**src/design/sm3_pkg.sv**
```systemverilog
// SM3 hash engine: shared types, constants and round helper functions.
// No dependencies; compile first.
`timescale 1ns / 1ps

package sm3_pkg;

    typedef logic [31:0]      t_word;
    typedef logic [7:0][31:0] t_chain;   // index 0 is V0 / register A

    localparam t_chain SM3_IV = {
        32'hb0fb0e4e, 32'he38dee4d, 32'h163138aa, 32'ha96f30bc,
        32'hda8a0600, 32'h172442d7, 32'h4914b2b9, 32'h7380166f
    };

    localparam t_word SM3_T_LOW   = 32'h79cc4519;
    localparam t_word SM3_T_HIGH  = 32'h7a879d8a;
    localparam t_word SM3_PAD_WORD = {8'h80, 24'h000000};

    localparam int unsigned SM3_ROUNDS      = 64;
    localparam int unsigned SM3_BLOCK_WORDS = 16;
    localparam logic [3:0]  SM3_LEN_SLOT    = 4'd14;   // fill at which length goes in
    localparam logic [2:0]  SM3_FULL_BYTES  = 3'd4;

    // Command from the sequencer to the compression core.
    typedef struct packed {
        logic  push;    // shift one word into the block buffer
        logic  init;    // reload the chaining value with the IV
        t_word word;
    } t_core_cmd;

    // Status of the compression core.
    typedef struct packed {
        logic       busy;   // compression rounds running
        logic [3:0] fill;   // words held in the block buffer
    } t_core_stat;

    typedef enum logic [2:0] {
        ST_IDLE,
        ST_PAD80,
        ST_ZERO,
        ST_LENLO,
        ST_DRAIN,
        ST_OUT
    } t_state;

    function automatic t_word rotl32(input t_word x, input logic [4:0] n);
        logic [63:0] d;
        d = {x, x} << n;
        return d[63:32];
    endfunction

    function automatic t_word sm3_p0(input t_word x);
        return x ^ rotl32(x, 5'd9) ^ rotl32(x, 5'd17);
    endfunction

    function automatic t_word sm3_p1(input t_word x);
        return x ^ rotl32(x, 5'd15) ^ rotl32(x, 5'd23);
    endfunction

    // Round constant T_j rotated left by j mod 32; constant per round index.
    function automatic t_word sm3_tj(input logic [5:0] j);
        t_word t;
        t = (j < 6'd16) ? SM3_T_LOW : SM3_T_HIGH;
        return rotl32(t, j[4:0]);
    endfunction

endpackage

```
**src/design/sm3_if.sv**
```systemverilog
// SM3 hash engine: valid/ready channel interfaces for message words and digest words.
// Depends on sm3_pkg.
`timescale 1ns / 1ps

interface sm3_word_if;
    logic             valid;
    logic             ready;
    sm3_pkg::t_word   message_word;
    logic [2:0]       byte_count;
    logic             last_word;

    modport source (output valid, message_word, byte_count, last_word, input ready);
    modport sink   (input valid, message_word, byte_count, last_word, output ready);
endinterface

interface sm3_digest_if;
    logic             valid;
    logic             ready;
    sm3_pkg::t_word   digest_word;
    logic             digest_last;

    modport source (output valid, digest_word, digest_last, input ready);
    modport sink   (input valid, digest_word, digest_last, output ready);
endinterface

```
**src/design/sm3_core.sv**
```systemverilog
// SM3 compression core: 16-word block buffer / expansion window, working
// registers A..H and one shared round unit stepped 64 times per block.
// Depends on sm3_pkg.
`timescale 1ns / 1ps

module sm3_core (
    input  logic                i_clk,
    input  logic                i_rst_n,
    input  sm3_pkg::t_core_cmd  i_cmd,
    output sm3_pkg::t_core_stat o_stat,
    output sm3_pkg::t_chain     o_chain
);
    import sm3_pkg::*;

    logic       r_busy, n_busy;
    logic [5:0] r_round, n_round;
    logic [3:0] r_fill, n_fill;
    t_chain     r_chain, n_chain;
    t_chain     r_regs, n_regs;
    t_word      r_win [SM3_BLOCK_WORDS];

    t_word  a12, ss1, ss2, ff, gg, tt1, tt2, w_new, w_in;
    t_chain round_out;
    logic   win_shift;

    // One round: r_win[0] is W_j, r_win[4] is W_{j+4}.
    always_comb begin
        a12 = rotl32(r_regs[0], 5'd12);
        ss1 = rotl32(a12 + r_regs[4] + sm3_tj(r_round), 5'd7);
        ss2 = ss1 ^ a12;
        if (r_round < 6'd16) begin
            ff = r_regs[0] ^ r_regs[1] ^ r_regs[2];
            gg = r_regs[4] ^ r_regs[5] ^ r_regs[6];
        end else begin
            ff = (r_regs[0] & r_regs[1]) | (r_regs[0] & r_regs[2]) | (r_regs[1] & r_regs[2]);
            gg = (r_regs[4] & r_regs[5]) | (~r_regs[4] & r_regs[6]);
        end
        tt1 = ff + r_regs[3] + ss2 + (r_win[0] ^ r_win[4]);
        tt2 = gg + r_regs[7] + ss1 + r_win[0];
        round_out[0] = tt1;
        round_out[1] = r_regs[0];
        round_out[2] = rotl32(r_regs[1], 5'd9);
        round_out[3] = r_regs[2];
        round_out[4] = sm3_p0(tt2);
        round_out[5] = r_regs[4];
        round_out[6] = rotl32(r_regs[5], 5'd19);
        round_out[7] = r_regs[6];
    end

    // W_{j+16} from the sliding window.
    assign w_new = sm3_p1(r_win[0] ^ r_win[7] ^ rotl32(r_win[13], 5'd15))
                 ^ rotl32(r_win[3], 5'd7) ^ r_win[10];
    assign w_in      = r_busy ? w_new : i_cmd.word;
    assign win_shift = r_busy || i_cmd.push;

    always_comb begin
        n_busy  = r_busy;
        n_round = r_round;
        n_fill  = r_fill;
        n_chain = r_chain;
        n_regs  = r_regs;
        if (i_cmd.init) begin
            n_chain = SM3_IV;
        end
        if (r_busy) begin
            n_regs  = round_out;
            n_round = r_round + 6'd1;
            if (r_round == 6'(SM3_ROUNDS - 1)) begin
                n_busy  = 1'b0;
                n_chain = r_chain ^ round_out;
            end
        end else if (i_cmd.push) begin
            n_fill = r_fill + 4'd1;   // wraps to zero on the sixteenth word
            if (r_fill == 4'(SM3_BLOCK_WORDS - 1)) begin
                n_busy  = 1'b1;
                n_regs  = r_chain;
                n_round = '0;
            end
        end
    end

    always_ff @(posedge i_clk) begin
        if (!i_rst_n) begin
            r_busy  <= 1'b0;
            r_round <= '0;
            r_fill  <= '0;
            r_chain <= SM3_IV;
            r_regs  <= '0;
        end else begin
            r_busy  <= n_busy;
            r_round <= n_round;
            r_fill  <= n_fill;
            r_chain <= n_chain;
            r_regs  <= n_regs;
        end
    end

    always_ff @(posedge i_clk) begin
        if (win_shift) begin
            for (int i = 0; i < SM3_BLOCK_WORDS - 1; i++) begin
                r_win[i] <= r_win[i + 1];
            end
            r_win[SM3_BLOCK_WORDS - 1] <= w_in;
        end
    end

    assign o_stat.busy = r_busy;
    assign o_stat.fill = r_fill;
    assign o_chain     = r_chain;

    a_no_push_busy: assert property (@(posedge i_clk) disable iff (!i_rst_n)
        r_busy |-> !i_cmd.push)
        else $error("word pushed during compression");

    a_idle_round_zero: assert property (@(posedge i_clk) disable iff (!i_rst_n)
        !r_busy |-> (r_round == '0))
        else $error("round counter not zero between blocks");

    a_start_on_full: assert property (@(posedge i_clk) disable iff (!i_rst_n)
        $rose(r_busy) |-> ($past(i_cmd.push) && ($past(r_fill) == 4'(SM3_BLOCK_WORDS - 1))))
        else $error("compression started without a full block");

    a_fill_empty_busy: assert property (@(posedge i_clk) disable iff (!i_rst_n)
        r_busy |-> (r_fill == '0))
        else $error("block buffer fill nonzero during compression");

endmodule

```
**src/design/sm3_hash_engine.sv**
```systemverilog
// SM3 hash engine top level: input sequencer with padding and length
// insertion, digest output. Depends on sm3_pkg, sm3_if and sm3_core.
`timescale 1ns / 1ps

// Takes a message as big-endian 32-bit words (byte_count valid bytes on the
// final word, 0 only for an empty message) and returns the 256-bit SM3 digest
// as eight words, V0 first, digest_last on the eighth. Padding and the 64-bit
// length are added internally. Every sixteenth buffered word starts a
// compression that holds ready low while its rounds run, one round per
// cycle on a single round unit. After the final word the engine pushes the
// padding words and the length into the buffer, waits for each remaining
// block (one or two) to be compressed, then offers the digest words one
// per cycle as the sink takes them, and is then ready for a new message with
// the IV restored.
module sm3_hash_engine (
    input  logic                i_clk,
    input  logic                i_rst_n,
    sm3_word_if.sink            i_msg,
    sm3_digest_if.source        o_dig
);
    import sm3_pkg::*;

    t_state      r_state, n_state;
    logic [63:0] r_bitlen, n_bitlen;
    logic [2:0]  r_out_idx, n_out_idx;

    t_core_cmd   core_cmd;
    t_core_stat  core_stat;
    t_chain      chain;
    logic        in_accept;
    logic [2:0]  count_sat;
    t_word       tail_word;

    sm3_core u_core (
        .i_clk   (i_clk),
        .i_rst_n (i_rst_n),
        .i_cmd   (core_cmd),
        .o_stat  (core_stat),
        .o_chain (chain)
    );

    assign in_accept = i_msg.valid && i_msg.ready;
    assign count_sat = (i_msg.byte_count > SM3_FULL_BYTES) ? SM3_FULL_BYTES
                                                            : i_msg.byte_count;

    // Final word holding 1..3 bytes: keep them, append the 0x80 marker.
    always_comb begin
        case (count_sat)
            3'd1:    tail_word = {i_msg.message_word[31:24], 8'h80, 16'h0000};
            3'd2:    tail_word = {i_msg.message_word[31:16], 8'h80, 8'h00};
            3'd3:    tail_word = {i_msg.message_word[31:8], 8'h80};
            default: tail_word = SM3_PAD_WORD;
        endcase
    end

    always_comb begin
        n_state       = r_state;
        n_bitlen      = r_bitlen;
        n_out_idx     = r_out_idx;
        core_cmd      = '0;
        i_msg.ready   = 1'b0;
        o_dig.valid   = 1'b0;
        o_dig.digest_word = chain[r_out_idx];
        o_dig.digest_last = (r_out_idx == 3'd7);
        unique case (r_state)
            ST_IDLE: begin
                i_msg.ready = !core_stat.busy;
                if (in_accept) begin
                    core_cmd.push = 1'b1;
                    if (!i_msg.last_word) begin
                        core_cmd.word = i_msg.message_word;
                        n_bitlen      = r_bitlen + 64'd32;
                    end else begin
                        n_bitlen = r_bitlen + {58'd0, count_sat, 3'b000};
                        if (count_sat == SM3_FULL_BYTES) begin
                            core_cmd.word = i_msg.message_word;
                            n_state       = ST_PAD80;
                        end else begin
                            core_cmd.word = tail_word;
                            n_state       = ST_ZERO;
                        end
                    end
                end
            end
            ST_PAD80: begin
                if (!core_stat.busy) begin
                    core_cmd.push = 1'b1;
                    core_cmd.word = SM3_PAD_WORD;
                    n_state       = ST_ZERO;
                end
            end
            ST_ZERO: begin
                if (!core_stat.busy) begin
                    core_cmd.push = 1'b1;
                    if (core_stat.fill == SM3_LEN_SLOT) begin
                        core_cmd.word = r_bitlen[63:32];
                        n_state       = ST_LENLO;
                    end else begin
                        core_cmd.word = '0;
                    end
                end
            end
            ST_LENLO: begin
                if (!core_stat.busy) begin
                    core_cmd.push = 1'b1;
                    core_cmd.word = r_bitlen[31:0];
                    n_state       = ST_DRAIN;
                end
            end
            ST_DRAIN: begin
                if (!core_stat.busy) begin
                    n_out_idx = '0;
                    n_state   = ST_OUT;
                end
            end
            ST_OUT: begin
                o_dig.valid = 1'b1;
                if (o_dig.ready) begin
                    n_out_idx = r_out_idx + 3'd1;
                    if (r_out_idx == 3'd7) begin
                        core_cmd.init = 1'b1;
                        n_bitlen      = '0;
                        n_state       = ST_IDLE;
                    end
                end
            end
            default: begin
                n_state = ST_IDLE;
            end
        endcase
    end

    always_ff @(posedge i_clk) begin
        if (!i_rst_n) begin
            r_state   <= ST_IDLE;
            r_bitlen  <= '0;
            r_out_idx <= '0;
        end else begin
            r_state   <= n_state;
            r_bitlen  <= n_bitlen;
            r_out_idx <= n_out_idx;
        end
    end

    a_out_after_drain: assert property (@(posedge i_clk) disable iff (!i_rst_n)
        (r_state == ST_OUT) |-> !core_stat.busy)
        else $error("digest offered while compression runs");

    a_len_at_slot: assert property (@(posedge i_clk) disable iff (!i_rst_n)
        ((r_state == ST_ZERO) && (n_state == ST_LENLO)) |-> (core_stat.fill == SM3_LEN_SLOT))
        else $error("length word placed at wrong buffer slot");

    a_empty_after_msg: assert property (@(posedge i_clk) disable iff (!i_rst_n)
        ((r_state == ST_OUT) && o_dig.ready && (r_out_idx == 3'd7)) |=>
            ((r_state == ST_IDLE) && (r_bitlen == '0) && (core_stat.fill == '0)))
        else $error("engine not cleared after digest");

endmodule
```
**src/flat_wrapper.sv**
```systemverilog
// flat-port wrapper written by rule: the top's interface ports become plain ports
module sm3_hash_engine_flat import sm3_pkg::*;
  (i_clk, i_rst_n, i_msg_valid, i_msg_message_word, i_msg_byte_count, i_msg_last_word, i_msg_ready, o_dig_valid, o_dig_digest_word, o_dig_digest_last, o_dig_ready);
  sm3_word_if i_msg_i ();
  sm3_digest_if o_dig_i ();
  input  logic i_clk;
  input  logic i_rst_n;
  input wire logic [$bits(i_msg_i.valid)-1:0] i_msg_valid;
  input wire logic [$bits(i_msg_i.message_word)-1:0] i_msg_message_word;
  input wire logic [$bits(i_msg_i.byte_count)-1:0] i_msg_byte_count;
  input wire logic [$bits(i_msg_i.last_word)-1:0] i_msg_last_word;
  output wire logic [$bits(i_msg_i.ready)-1:0] i_msg_ready;
  output wire logic [$bits(o_dig_i.valid)-1:0] o_dig_valid;
  output wire logic [$bits(o_dig_i.digest_word)-1:0] o_dig_digest_word;
  output wire logic [$bits(o_dig_i.digest_last)-1:0] o_dig_digest_last;
  input wire logic [$bits(o_dig_i.ready)-1:0] o_dig_ready;
  assign i_msg_i.valid = i_msg_valid;
  assign i_msg_i.message_word = i_msg_message_word;
  assign i_msg_i.byte_count = i_msg_byte_count;
  assign i_msg_i.last_word = i_msg_last_word;
  assign i_msg_ready = i_msg_i.ready;
  assign o_dig_valid = o_dig_i.valid;
  assign o_dig_digest_word = o_dig_i.digest_word;
  assign o_dig_digest_last = o_dig_i.digest_last;
  assign o_dig_i.ready = o_dig_ready;
  sm3_hash_engine u_core (.i_clk(i_clk), .i_rst_n(i_rst_n), .i_msg(i_msg_i), .o_dig(o_dig_i));
endmodule
```
**config.mk**
```make
export PLATFORM = sky130hd
export DESIGN_NAME = sm3_hash_engine_flat
export DESIGN_NICKNAME = d
export VERILOG_FILES = /design/src/design/sm3_pkg.sv /design/src/design/sm3_if.sv /design/src/design/sm3_core.sv /design/src/design/sm3_hash_engine.sv /design/src/flat_wrapper.sv
export SDC_FILE = /design/constraint.sdc
export NUM_CORES = 2
export LEC_CHECK = 0
export ABC_CLOCK_PERIOD_IN_PS = 75600
export BUFFER_PORTS_ARGS = -buffer_cell sky130_fd_sc_hd__buf_2
export CAP_MARGIN = 15
export CORE_ASPECT_RATIO = 1.4
export CORE_UTILIZATION = 45
export DETAILED_ROUTE_END_ITERATION = 7
export PLACE_DENSITY = 0.63
export SLEW_MARGIN = 15
export SYNTH_ARGS = -nofsm -noshare
export SYNTH_HDL_FRONTEND = slang
export SYNTH_SLANG_ARGS = --single-unit
```
**constraint.sdc**
```tcl
create_clock -name i_clk -period 75.6 [get_ports i_clk]
set_input_delay 3.78 -clock i_clk [delete_from_list [all_inputs] [get_ports i_clk]]
set_output_delay 3.78 -clock i_clk [all_outputs]
set_load 0.03 [all_outputs]
```
After elaboration in Yosys (flattened, before gate mapping)
Memory sizes are Yosys's and may differ from the RTL's.
Index checks and enable logic that the tools add are counted.
Operators by class
  order comparisons: 3
  equal/unequal tests: 22
  reductions and logical operators: 14
  multiplexer cells: 55
  bitwise gates (word level): 25
  add/subtract/negate cells: 13
  shift-type cells: 1
Operators with widths (number)
  256-bit two-way mux: 6
  32-bit bitwise XOR: 14
  32-bit adder: 8
  32-bit two-way mux: 8
  64-bit two-way mux: 4
  256-bit bitwise XOR: 1
  32-bit AND: 5
  32-bit one-hot mux with 4 select lines: 1
  64-bit one-hot mux with 2 select lines: 1
  32-bit binary-select mux with 3-bit select: 1
  32-bit bitwise OR: 3
  32-bit one-hot mux with 3 select lines: 1
  64-bit by 6-bit adder with 64-bit output: 1
  64-bit by 6-bit adder with 64-bit output, second input constant: 1
  63-bit by 5-bit << shifter with 64-bit output: 1
  3-bit two-way mux: 12
  32-bit inverter: 1
  26-bit two-way mux: 1
  6-bit two-way mux: 3
  3-bit one-hot mux with 6 select lines: 1
  2-bit != test, second input constant: 7
  1-bit two-way mux: 13
  3-bit by 2-bit equality test with 1-bit output, second input constant: 4
  3-bit equality test, second input constant: 4
  24 further kinds: 31
Word-level totals
  memories: 1
  output and inout bits: 35
  input bits: 40
  flip-flop bits (word level): 593
  bits in writable memories: 512
Memories
  u_core.u_core.r_win: depth 16, width 32, read ports 16, clocked after memory_dff 0, wr ports 16, RTL line sm3_core.sv:20  | t_word r_win [SM3_BLOCK_WORDS];

Longest topological paths before layout
  depth after elaboration: 12
  mapped depth: 43

Hierarchy
Synthesis repeated with hierarchy kept, for this count alone.
Unflattened totals
  cells, all modules: 6449
  area total of the unflattened synthesis: 60194.0 µm²
By module, submodules not included
  sm3_core: sequential area each 25844.8 µm², cells each 5810, area each 54288.3 µm², instances 1
  sm3_hash_engine: sequential area each 1341.3 µm², cells each 639, area each 5905.7 µm², instances 1

Least setup slack after synthesis
Ideal clock, no wire load.
  kind: input-to-reg
  start: input port i_msg_valid
  end: memory u_core.u_core.r_win[0][0] (netlist name), enable pin
  cell stages on the path: 2
  library setup time: 2.096 ns
  path buffers: 0
  data arrival time: 39.428 ns
  path slack: 34.076 ns
  cells stage by stage: nor3_1 -> o21ai_0
RTL lines
  start, declared: RTL line flat_wrapper.sv:8  | input wire logic [$bits(i_msg_i.valid)-1:0] i_msg_valid;
  end, declared: RTL line sm3_core.sv:20

Worst setup path in the final report
  start: register u_core.u_core.r_round[5]
  end: register u_core.u_core.r_chain, in the netlist u_core.u_core.o_chain[138]
On the way
  longest elaborated chain between the ends: 11
Ends and longest elaborated chain
  start, declared: RTL line sm3_core.sv:16  | logic [5:0] r_round, n_round;
  start signal, assigned: RTL line sm3_core.sv:91  | r_round <= n_round;
  6-bit by 5-bit < comparator with 1-bit output: RTL line sm3_pkg.sv:63, sm3_core.sv:31
  26-bit two-way mux: RTL line sm3_pkg.sv:63  | t = (j < 6'd16) ? SM3_T_LOW : SM3_T_HIGH;
  63-bit by 5-bit << shifter with 64-bit output: RTL line sm3_pkg.sv:48  | d = {x, x} << n;
  32-bit adder: RTL line sm3_core.sv:29  | ss1 = rotl32(a12 + r_regs[4] + sm3_tj(r_round), 5'd7);
  32-bit adder (2 in a row): RTL line sm3_core.sv:39  | tt2 = gg + r_regs[7] + ss1 + r_win[0];
  32-bit bitwise XOR (2 in a row): RTL line sm3_pkg.sv:53  | return x ^ rotl32(x, 5'd9) ^ rotl32(x, 5'd17);
  256-bit bitwise XOR: RTL line sm3_core.sv:70  | n_chain = r_chain ^ round_out;
  256-bit two-way mux (*): RTL line sm3_core.sv:68  | if (r_round == 6'(SM3_ROUNDS - 1)) begin
  256-bit two-way mux (*): RTL line sm3_core.sv:65  | if (r_busy) begin
  end signal, assigned: RTL line sm3_core.sv:93  | r_chain <= n_chain;
  end, declared: RTL line sm3_core.sv:18  | t_chain r_chain, n_chain;
Every way passes the cells marked *; elsewhere a longest branch is shown, timed or not.
A chain may end at the register's enable or synchronous reset.

==> results.yml <==
clocking:
  clock_path_buffers: 3
  cts_tree: "built"
  cts_resized: 0
  clock_latency_ns: 0.77
  cts-root-buf: "clkbuf_16"
  cts_buffers: 107
  cts_setup_buffers: 0
  cts_htree_levels: 3
  cts.sinks: 1102
  clk_pin_slew_ns: 0.06
  cts_hold_buffers: 0
global_routing:
  grt_pass1_vias: 40164
  antenna_found_initial: 4
  grt_overflow_total: 0
  grt_pass1_wl_um: 283000
  grt_max_degree: 199
  track_usage_pct: 30.9
yosys:
  synth_edf_count: 512
  syn_inst: 5453
  yosysSeqAreaShare_pct: 48.0
  synthDominantCellAreaShare_pct: 27.2
  synth.largest_area_cell: "edfxtp_1"
  ys_warn_count: 0
  synth_nets: 5789
  synthFlopType: "dfxtp_1"
  yosysMostFrequentCell: "a21oi_1"
  syn_area_mm2: 0.0566
  async_reset_ff_share_pct: 0
  ys_types: 79
  ys_ff_latch: 1102
  synthTopCellsByArea: "edfxtp_1 (27%), dfxtp_1 (21%), fa_1 (6.7%), a21oi_1 (5.3%), xnor2_1 (4.6%)"
  synth_top_cells_by_count: "a21oi_1 (595), dfxtp_1 (590), edfxtp_1 (512)"
  synth.avg_cell_area_um2: 10.4
sta:
  hold_viol_final: 0
  fin_skew_ns: 0.0509
  finalCritPeriodShare_pct: 15.1
  setup_viol: 0
  relSlewSlack_pct: 13.1
  worst_pin_slew_ns: 1.30
  rsz0062_at_grt: "no"
  max_freq_mhz: 87.5
  finalWorstSetupSlack_ns: 64.18
  fin_setup_tns_ns: 0
  final.min_clock_period_ns: 11.42
  slew_violations: 0
setup_path:
  max_stage_delay_ns: 0.90
  crit_slowest_cell: "o311ai_0"
  path_class: "flop to flop"
  required_ns: 76.25
  crit_path_frequent_cell: "fa_1"
  critPathLaunch: "u_core.u_core.r_round[5]"
  crit_path_end_kind: "flop"
  cp.arrival_ns: 12.07
  critPathBufInv: 5
  r2r_start: "u_core.u_core.r_round[5]"
  cp_max_fo: 32
  start_kind: "flop"
  cp_top_family: "compound AO/OA/AOI/OAI gates"
detailed_routing:
  drcViolationCount: 6
  firstDrtPassIters: 8
  routedWlPerCell_um: 28.1
  vias_per_cell: 5.97
  drt_iter0_drc: 4351
  vias: 42192
  wirelength_um: 199000
  antenna_left: 0
floorplanning:
  start_util_pct: 45.5
  fp-row-count: 153
  io_pins: 75
  die_h_um: 422
  die_area_mm2: 0.127
  core-area_mm2: 0.124
  die_w_um: 302
placement:
  dpl.hpwl_um: 145000
  gp_congestion: 1.04
  place_ws_ns: 64.31
  io_buffers: 74
power:
  p_int_uw: 1270
  power.density_mw_per_mm2: 31.1
  cellLeakagePower_uw: 0.0227
  p_sw_share_pct: 34.5
  p_switching_uw: 666
  peakVddDrop_mv: 0.0216
  clkPwrFrac_pct: 29.7
  seqPwrFrac_pct: 41.0
  power_frac_comb_pct: 29.3
job:
  max_cap_violations: 0
worst_hold_path:
  hold_path.startpoint: "u_core.u_core.r_win[0][192]"
  min_path_type: "flop to flop"
outcome:
  violations: "design-rule violations"
  outcome: "finished, violations left"
cells_and_area:
  final_layout_size_suffix_gt1_share_pct: 8.29
  area_growth_pct: 9.59
  fin_nets: 5670
[power by group through the flow]
| stage | Clock [uW] | Combinational [uW] | Sequential, uW |
|---|---|---|---|
| final | 574 | 567 | 791 |
| after global routing | 605 | 595 | 798 |
| after CTS | 584 | 561 | 792 |
| after detailed placement | 0 | 556 | 804 |
| after global placement | 0 | 556 | 800 |
| after floorplan | 0 | 375 | 859 |
[per-stage QoR]
stage / std cells / hold slack, ns / instance area (um^2) / utilization (%) / total power [uW]
CTS: 7056 / 0.378 / 62000 / 49.8 / 1940
global placement: 6852 / 0.400 / 58200 / 46.8 / 1360
floorplan: 5453 / 0.400 / 56600 / - / 1230
finish: 7062 / 0.380 / 62000 / 49.9 / 1930
global route: 7062 / 0.394 / 62000 / 49.9 / 2000
detailed placement: 6852 / 0.405 / 58200 / 46.8 / 1360
[registers in the layout (all words and copies together), names as in the netlist]
| register | count |
|---|---|
| u_core.r_out_idx | 3 |
| u_core.u_core.r_busy | 1 |
| u_core.u_core.r_regs | 224 |
| u_core.u_core.a12 | 32 |
| u_core.u_core.r_round | 6 |
| u_core.u_core.o_chain | 256 |
| u_core.u_core.r_fill | 4 |
| u_core.r_bitlen | 61 |
| u_core.r_state | 3 |
| u_core.u_core.r_win | 512 |
[cell usage in the layout (no fill, tap or decap), drive strengths merged, types with 189 or more instances in the layout]
master,count
a21oi,595
dfxtp,590
edfxtp,512
nand2,488
nor2,367
xnor2,300
o21ai,283
inv,273
a22oi,252
xor2,238
fa,189
[path summary, 6_finish.rpt]
kind | end | slack [ns] | cells past startpoint
min | u_core.u_core.r_win[0][160] | 0.38 | 0
max | u_core.u_core.o_chain[138] | 64.18 | 37
min reg2reg | u_core.u_core.r_win[0][160] | 0.38 | 0
max reg2reg | u_core.u_core.o_chain[138] | 64.18 | 37
[kinds of logic after synthesis]
group	synth area share [%]
AOI/OAI and AO/OA	14.9
and+or+nand+nor	10.2
buffers and inverters	4.23
xor gates and xnor gates	8.65
muxes	4.92
DFF	48.0
adders and majority gates	9.07
[layer usage]
layer	wire [um]	GRT usage, %	share of wire (%)
met3	11900	4.60	6.0
met4	18000	24.0	9.1
met2	96100	51.6	48
met5	33	0	0.017
met1	72700	35.5	37
[area by class of cell]
type	count	area (um^2)
inverter	271	1030
sequential	1102	27200
multi-input combinational	3722	27100
timing repair buffer	130	866
antenna	6	15.0
fill	11251	62400
clock buffer	139	2930
tap	1627	2040
clock inverter	65	845
Note: power is estimated with default switching activity, not from simulation.
